**config.mk**
```make
export PLATFORM = sky130hd
export DESIGN_NAME = wac_cell
export DESIGN_NICKNAME = d
export VERILOG_FILES = /design/src/wac_pkg.sv /design/src/wac_cell.sv
export SDC_FILE = /design/constraint.sdc
export NUM_CORES = 1
export LEC_CHECK = 0
export BUFFER_PORTS_ARGS = -buffer_cell sky130_fd_sc_hd__clkbuf_2
export CORE_ASPECT_RATIO = 0.5
export CORE_UTILIZATION = 51
export DETAILED_ROUTE_END_ITERATION = 8
export PLACE_DENSITY = 0.85
export SYNTH_ARGS = -nofsm -noshare
export SYNTH_HDL_FRONTEND = slang
export SYNTH_SLANG_ARGS = --single-unit
```
**constraint.sdc**
```tcl
create_clock -name clk -period 6.9 [get_ports clk]
set_clock_uncertainty 0.2 [all_clocks]
set_input_delay 2.07 -clock clk [delete_from_list [all_inputs] [get_ports clk]]
set_output_delay 2.07 -clock clk [all_outputs]
set_load 0.01 [all_outputs]
```
**src/wac_pkg.sv**
```systemverilog
// Shared constants and codes for the wildcard rule access check block.
// No dependencies; imported by wac_cell, wildcard_rule_access_check and the bench.
`timescale 1ns / 1ps
`default_nettype none

package wac_pkg;

  localparam int MAX_RULES_DEF = 64;
  localparam int ID_WIDTH_DEF  = 16;

  // Fixed port widths
  localparam int FIELD_W  = 16;
  localparam int RN_OUT_W = 7;
  localparam int REV_W    = 32;

  localparam logic [REV_W-1:0] REV_RESET = 32'd1;

  typedef enum logic {
    FUNC_CHECK  = 1'b0,
    FUNC_APPEND = 1'b1
  } func_t;

  typedef enum logic {
    STATUS_OK   = 1'b0,
    STATUS_FULL = 1'b1
  } status_t;

endpackage

`default_nettype wire

```
**src/wac_cell.sv**
```systemverilog
// One rule cell of the check chain: holds a stored rule and applies it to the
// query beat passing through. Depends on wac_pkg for default widths.
`timescale 1ns / 1ps
`default_nettype none

module wac_cell import wac_pkg::*; #(
  parameter int ID_WIDTH = ID_WIDTH_DEF,
  parameter int NUM_W    = $clog2(MAX_RULES_DEF + 1),
  parameter int INDEX    = 0
) (
  input  wire logic                clk,
  input  wire logic                rst,
  input  wire logic                adv,
  input  wire logic                wr_en,
  input  wire logic                in_use,
  input  wire logic                wr_allow,
  input  wire logic [ID_WIDTH-1:0] wr_subj,
  input  wire logic [ID_WIDTH-1:0] wr_oper,
  input  wire logic [ID_WIDTH-1:0] wr_obj,
  input  wire logic                in_valid,
  input  wire logic [ID_WIDTH-1:0] in_subj,
  input  wire logic [ID_WIDTH-1:0] in_oper,
  input  wire logic [ID_WIDTH-1:0] in_obj,
  input  wire logic                in_allowed,
  input  wire logic [NUM_W-1:0]    in_number,
  output logic                     out_valid,
  output logic [ID_WIDTH-1:0]      out_subj,
  output logic [ID_WIDTH-1:0]      out_oper,
  output logic [ID_WIDTH-1:0]      out_obj,
  output logic                     out_allowed,
  output logic [NUM_W-1:0]         out_number
);

  localparam logic [NUM_W-1:0] MY_NUMBER = NUM_W'(INDEX + 1);

  logic                rule_allow;
  logic [ID_WIDTH-1:0] rule_subj;
  logic [ID_WIDTH-1:0] rule_oper;
  logic [ID_WIDTH-1:0] rule_obj;
  logic                hit;

  // Zero in a rule field is the wildcard
  assign hit = in_use &&
               ((rule_subj == '0) || (rule_subj == in_subj)) &&
               ((rule_oper == '0) || (rule_oper == in_oper)) &&
               ((rule_obj  == '0) || (rule_obj  == in_obj));

  always_ff @(posedge clk) begin
    if (wr_en) begin
      rule_allow <= wr_allow;
      rule_subj  <= wr_subj;
      rule_oper  <= wr_oper;
      rule_obj   <= wr_obj;
    end
  end

  always_ff @(posedge clk) begin
    if (rst) begin
      out_valid <= 1'b0;
    end else if (adv) begin
      out_valid <= in_valid;
    end
  end

  // Later hits override earlier ones: last match decides
  always_ff @(posedge clk) begin
    if (adv) begin
      out_subj    <= in_subj;
      out_oper    <= in_oper;
      out_obj     <= in_obj;
      out_allowed <= hit ? rule_allow : in_allowed;
      out_number  <= hit ? MY_NUMBER : in_number;
    end
  end

endmodule

`default_nettype wire

```
==> results of run 1 <==
cells by family after synthesis:
logic type / count (synthesis)
flops: 106
simple gates: 40
mux: 2
compound gates: 1
xor+xnor: 48
flip-flops by register name, indices dropped and copies added, names as in the netlist:
register / cells
out_obj: 16
out_allowed: 1
rule_allow: 1
out_oper: 16
rule_obj: 16
rule_subj: 16
out_number: 7
out_subj: 16
out_valid: 1
rule_oper: 16
worst paths after layout:
kind | start | depth (start not counted) | to
setup / recovery | in_oper[1] | 7 | out_allowed
hold / removal | out_valid | 2 | out_valid
setup reg to reg | rule_oper[1] | 6 | out_allowed
hold reg to reg | out_valid | 2 | out_valid
cells in the mapped netlist:
library cell,count,share of area [%]
edfxtp_1,105,81
xor2_1,48,11
nor4_1,24,3.9
and2_2,6,1.2
nand4_1,6,0.97
a22oi_2,1,0.32
dfxtp_1,1,0.51
mux2_4,1,0.39
mux2i_1,1,0.26
nand2_1,1,0.096
nand3_2,1,0.26
nor2_1,1,0.096
or2b_1,1,0.19
layer usage:
layer	global-route usage, %	vias to the layer above	wire [µm]
met2	38.0	80	4240
met5	0	-	0
li1	-	1130	-
met3	6.20	14	401
met1	23.8	1151	3110
met4	7.16	0	120
cell type report:
type,instances,area [µm²]
repair buffers,168,843
multi-input cells,91,716
flip-flops and latches,106,3170
fillers,489,2180
clock inverters,7,93.8
well taps,96,120
clock buffers,9,225
worst max-delay path, cell delays in order:
cell and delay, ns:
clkbuf_2 0.09, xor2_1 0.13, nor4_1 0.53, nand4_1 0.22, a22oi_2 0.22, nand3_2 0.17, mux2_4 0.33
power breakdown:
| part | total, µW | internal, µW | switching, µW | leakage (µW) |
|---|---|---|---|---|
| registers | 789 | 765 | 24.3 | 0.00104 |
| logic | 121 | 57.2 | 63.6 | 0.000966 |
| clock network | 529 | 317 | 212 | 0.000151 |
| total | 1440 | 1140 | 300 | 0.00215 |
metrics by stage:
stage | total power, µW | hold WS (ns)
2_1_floorplan | 840 | 0.327
3_3_place_gp | 917 | 0.274
3_5_place_dp | 924 | 0.331
4_1_cts | 1450 | 0.346
5_1_grt | 1490 | 0.379
6_report | 1440 | 0.345
==> impl_metrics.py, run 1 <==
metrics = {
    "timing": {
        "worstMarginPinSlew_ns": 1.18,
        "max-slew-margin-rel_pct": 21.2,
        "period_needed_ns": 3.88,
        "drv_slew": 0,
        "finalSetupTns_ns": 0,
        "rsz0062_at_grt": "no",
        "setup_slack_ns": 3.02,
        "hold_viol_final": 0,
        "setup_viol": 0,
        "period_share_pct": 56.2,
        "fmax_ghz": 0.258,
    },
    "route": {
        "num_vias": 2375,
        "wirelength_um": 7870,
        "viasPerCell": 4.98,
        "post-route-drc-count": 4,
        "drtIter0Drc": 143,
        "ant_nets": 0,
        "firstDrtPassIters": 6,
        "post_drt_wl_per_cell_um": 16.5,
    },
    "yosys": {
        "syn_area_um2": 3890,
        "synth_seq_cells": 106,
        "synth_compound_area_share_pct": 0.322,
        "syn_inst": 197,
        "synth_fa_ha_area_share_pct": 0,
        "avgSynthCellArea_um2": 19.7,
        "synthMuxAreaShare_pct": 0.644,
        "ys_seq_area_share_pct": 81.6,
        "yosysWarnings": 0,
        "yosys.area_share.simple_pct": 6.63,
        "synth_top_family_by_area": "XOR/XNOR gates",
        "synthXorXnorAreaFrac_pct": 10.8,
        "synth_nets": 308,
        "synth_cell_types": 13,
    },
    "finish": {
        "nNetsFinal": 487,
        "synthToLayoutAreaGrowth_pct": 33.0,
        "final_cell_area_um2": 5170,
        "layout_commonest_cell": "clkbuf_2",
        "most-common-layout-cells": "clkbuf_2 (167), edfxtp_1 (105), xor2_1 (48)",
        "antenna_cells": 0,
        "finish.utilization_pct": 70.4,
        "drive_above_1_share_pct": 50.7,
        "finalNonFillerCells": 477,
    },
    "place": {
        "gp_congestion": 0.750,
        "place_ws_ns": 2.75,
        "placed_cell_area_um2": 4850,
        "hpwl_um": 5990,
        "placed_cells": 461,
        "numPortBuffers": 167,
    },
    "clock_network": {
        "post_cts_buffers": 0,
        "cts_buffers": 9,
        "clk_latency_ns": 0.34,
        "clock_path_buffers": 2,
        "cts_resized": 0,
        "cts_max_level": 3,
        "cts.sinks": 106,
        "path_clk_slew_ns": 0.06,
        "cts_tree": "yes",
        "hold_buffers": 0,
        "cts-root-buf": "clkbuf_16",
    },
    "power": {
        "p_leak_uw": 0.00215,
        "ir_drop_uv": 161,
        "powerDensity_nw_per_um2": 278,
    },
    "worst_setup_path": {
        "r2r_setup_slack_ns": 4.38,
        "path_class": "in2reg",
        "cp_data_required_time_ns": 6.79,
        "critPathCaptureType": "flip-flop",
        "arrival_ns": 3.77,
        "cp-start-kind": "input pin",
        "cp_max_fo": 8,
    },
    "worst_hold_path": {
        "worstHoldPathType": "reg2reg",
    },
    "grt": {
        "antenna_found_initial": 0,
        "grt_max_degree": 58,
        "grt_pass1_vias": 2516,
        "grt_overflow": 0,
        "grt_pass1_wl_um": 12200,
        "grtUsageTotal_pct": 20.8,
    },
    "outcome": {
        "violations": "design-rule violations",
        "status": "complete, but fails checks",
    },
    "floorplan": {
        "ios": 168,
        "die-area_um2": 8000,
        "die_h_um": 63.7,
        "coreArea_um2": 7350,
        "die_w_um": 125,
        "start_util_pct": 52.9,
        "fp-row-count": 22,
    },
    "flow_run": {
        "cap_violations": 0,
    },
}
(Power assumes the default switching activity.)
==> run 2: changes to the inputs <==
- ABC_AREA: unset -> 1
- CORE_UTILIZATION: 51 -> 49
- PLACE_DENSITY: 0.85 -> 0.8
- clock period: 6.9 -> 3.85 ns (I/O delays scaled with it)
==> impl_metrics.py, run 2 <==
metrics = {
    "power": {
        "ir_drop_uv": 285,
        "p_leak_uw": 0.00284,
        "powerDensity_nw_per_um2": 445,
    },
    "place": {
        "gp_congestion": 0.764,
        "numPortBuffers": 167,
        "place_ws_ns": 1.16,
        "hpwl_um": 6710,
    },
    "yosys": {
        "syn_area_um2": 4360,
        "synthTopCellsByArea": "edfxtp_1 (72%), nand2_1 (10%), inv_1 (6.4%)",
        "synthMostInstantiatedCell": "nand2_1",
        "avgSynthCellArea_um2": 11.2,
        "synth_area_leader_cell": "edfxtp_1",
        "synth_seq_cells": 106,
        "synth.top_cell.area_share_pct": 72.2,
        "ys_seq_area_share_pct": 72.7,
        "syn_inst": 390,
        "synth_nets": 501,
        "synth-async-reset-ratio_pct": 0,
        "synth_edf_count": 105,
        "synth_ff_type": "edfxtp_1",
        "synth.top_cells.by_count": "nand2_1 (119), edfxtp_1 (105), inv_1 (74), nor2_1 (57), xor2_1 (9)",
        "synth_cell_types": 16,
        "yosysWarnings": 0,
    },
    "timing": {
        "max-slew-margin-rel_pct": 53.7,
        "hold_viol_final": 0,
        "finalSetupTns_ns": 0,
        "fmax_ghz": 0.430,
        "drv_slew": 0,
        "worstMarginPinSlew_ns": 0.695,
        "setup_slack_ns": 1.52,
        "period_needed_ns": 2.33,
        "setup_viol": 0,
        "period_share_pct": 60.4,
        "rsz0062_at_grt": "no",
    },
    "clock_network": {
        "cts.sinks": 106,
        "cts_max_level": 3,
        "clock_path_buffers": 2,
        "cts_buffers": 9,
        "cts-root-buf": "clkbuf_16",
        "clk_latency_ns": 0.33,
        "hold_buffers": 0,
        "cts_resized": 0,
        "post_cts_buffers": 0,
        "cts_tree": "yes",
        "path_clk_slew_ns": 0.07,
    },
    "route": {
        "post-route-drc-count": 0,
        "post_drt_wl_per_cell_um": 12.5,
        "wirelength_um": 8630,
        "num_vias": 3090,
        "firstDrtPassIters": 5,
        "ant_nets": 0,
        "drtIter0Drc": 140,
        "viasPerCell": 4.49,
    },
    "worst_setup_path": {
        "critPathMaxStageDelay_ns": 0.16,
        "cp_data_required_time_ns": 3.74,
        "r2r_cells": 9,
        "cp_slowest_cell": "o21ai_0",
        "cpLargestDelayFamily": "simple AND/OR/NAND/NOR gates",
        "cp_num_buf_inv": 2,
        "timing.rr.end": "out_allowed",
        "cp-start-kind": "input pin",
        "worstPathCellList": "clkbuf_2 > inv_1 > nand2_1 > nand2_1 > nor2_1 > nand2_1 > nor2_1 > nand2_1 > nand2_1 > nand2_4 > o21ai_0 > nand2_1",
        "critPathCaptureType": "flip-flop",
        "path_common_cell": "nand2_1",
        "r2r_setup_slack_ns": 2.05,
        "reg2reg_from": "rule_oper[3]",
        "cp_max_fo": 3,
        "path_class": "in2reg",
        "arrival_ns": 2.21,
    },
    "finish": {
        "seq_area_um2": 3170,
        "most-common-layout-cells": "clkbuf_2 (167), nand2_1 (119), edfxtp_1 (105)",
        "synthToLayoutAreaGrowth_pct": 29.6,
        "nNetsFinal": 682,
        "fill_cells": 625,
        "layout_commonest_cell": "clkbuf_2",
        "antenna_cells": 0,
        "multi_input_area_um2": 906,
        "drive_above_1_share_pct": 33.3,
    },
    "grt": {
        "grt_pass1_vias": 2825,
        "grtUsageTotal_pct": 19.0,
        "grt_pass1_wl_um": 12800,
        "grt_max_degree": 34,
        "antenna_found_initial": 0,
        "grt_overflow": 0,
    },
    "floorplan": {
        "start_util_pct": 52.5,
        "die-area_um2": 9310,
        "coreArea_um2": 8320,
        "die_h_um": 68.7,
        "die_w_um": 135,
        "fp-row-count": 23,
        "ios": 168,
    },
    "flow_run": {
        "cap_violations": 0,
    },
    "worst_hold_path": {
        "worstHoldPathType": "reg2reg",
        "min_delay_path_depth": 2,
        "hp-start": "out_valid",
        "hold_path_end": "out_valid",
    },
    "outcome": {
        "status": "completed",
    },
}
run 2: cell count changes after synthesis, sizes merged, moves of 6 or more:
cell   delta
and2      -6
inv      +76
nand2   +122
nor2     +57
nor4     -18
xor2     -39
run 2: kinds of logic after synthesis:
logic type	after synthesis	share of synthesized area, %
AND/OR/NAND/NOR	196	18.4
flip-flops	106	72.7
buffers and inverters	76	6.54
XOR/XNOR	9	1.81
AO/OA/AOI/OAI	2	0.287
multiplexers	1	0.229
run 2: how the worst max path moves through the flow:
| stage | start | endpoint | slack, ns | cells past startpoint |
|---|---|---|---|---|
| 6_report | in_obj[9] | out_allowed | 1.52 | 12 |
| 5_1_grt | in_oper[12] | out_allowed | 1.41 | 12 |
| 3_5_place_dp | in_obj[9] | out_allowed | 1.16 | 12 |
| 4_1_cts | in_obj[9] | out_allowed | 1.52 | 12 |
| 2_1_floorplan | in_oper[10] | out_allowed | 1.50 | 11 |
| 3_3_place_gp | in_oper[12] | out_allowed | 1.22 | 12 |
run 2: worst min-delay path: stages, from the launching register on:
cell,delay [ns]
dfxtp_1,0.33
mux2i_1,0.07
nor2_1,0.07
run 2: through the flow:
step	hold slack, ns	cells	instance area (µm²)	util, %	total power, µW
final	0.296	688	5660	68.0	2520
after global routing	0.359	688	5660	68.0	2620
after CTS	0.305	688	5660	68.0	2540
after detailed placement	0.288	672	5380	64.6	1690
after global placement	0.273	672	5380	64.6	1680
after floorplan	0.311	390	4360	-	1540
run 2: layer usage:
layer  vias up  wire (µm)  GRT usage (%)
li1       1603          -              -
met1      1380       3520           21.5
met2        94       4490           34.6
met3        13        468           6.14
met4         0        153           6.74
met5         -          0              0
run 2: area by class of cell:
cell class	instances	area share (%)
timing repair buffer	170	15.4
clock buffer	12	4.53
sequential	106	56.1
inverter	76	5.04
multi-input combinational	208	16.0
clock inverter	4	0.464
tap	112	2.48
run 2: where the power goes:
group | internal [µW] | switching (µW)
clock network | 473 | 381
logic | 112 | 146
registers | 1370 | 38.0
total | 1950 | 565
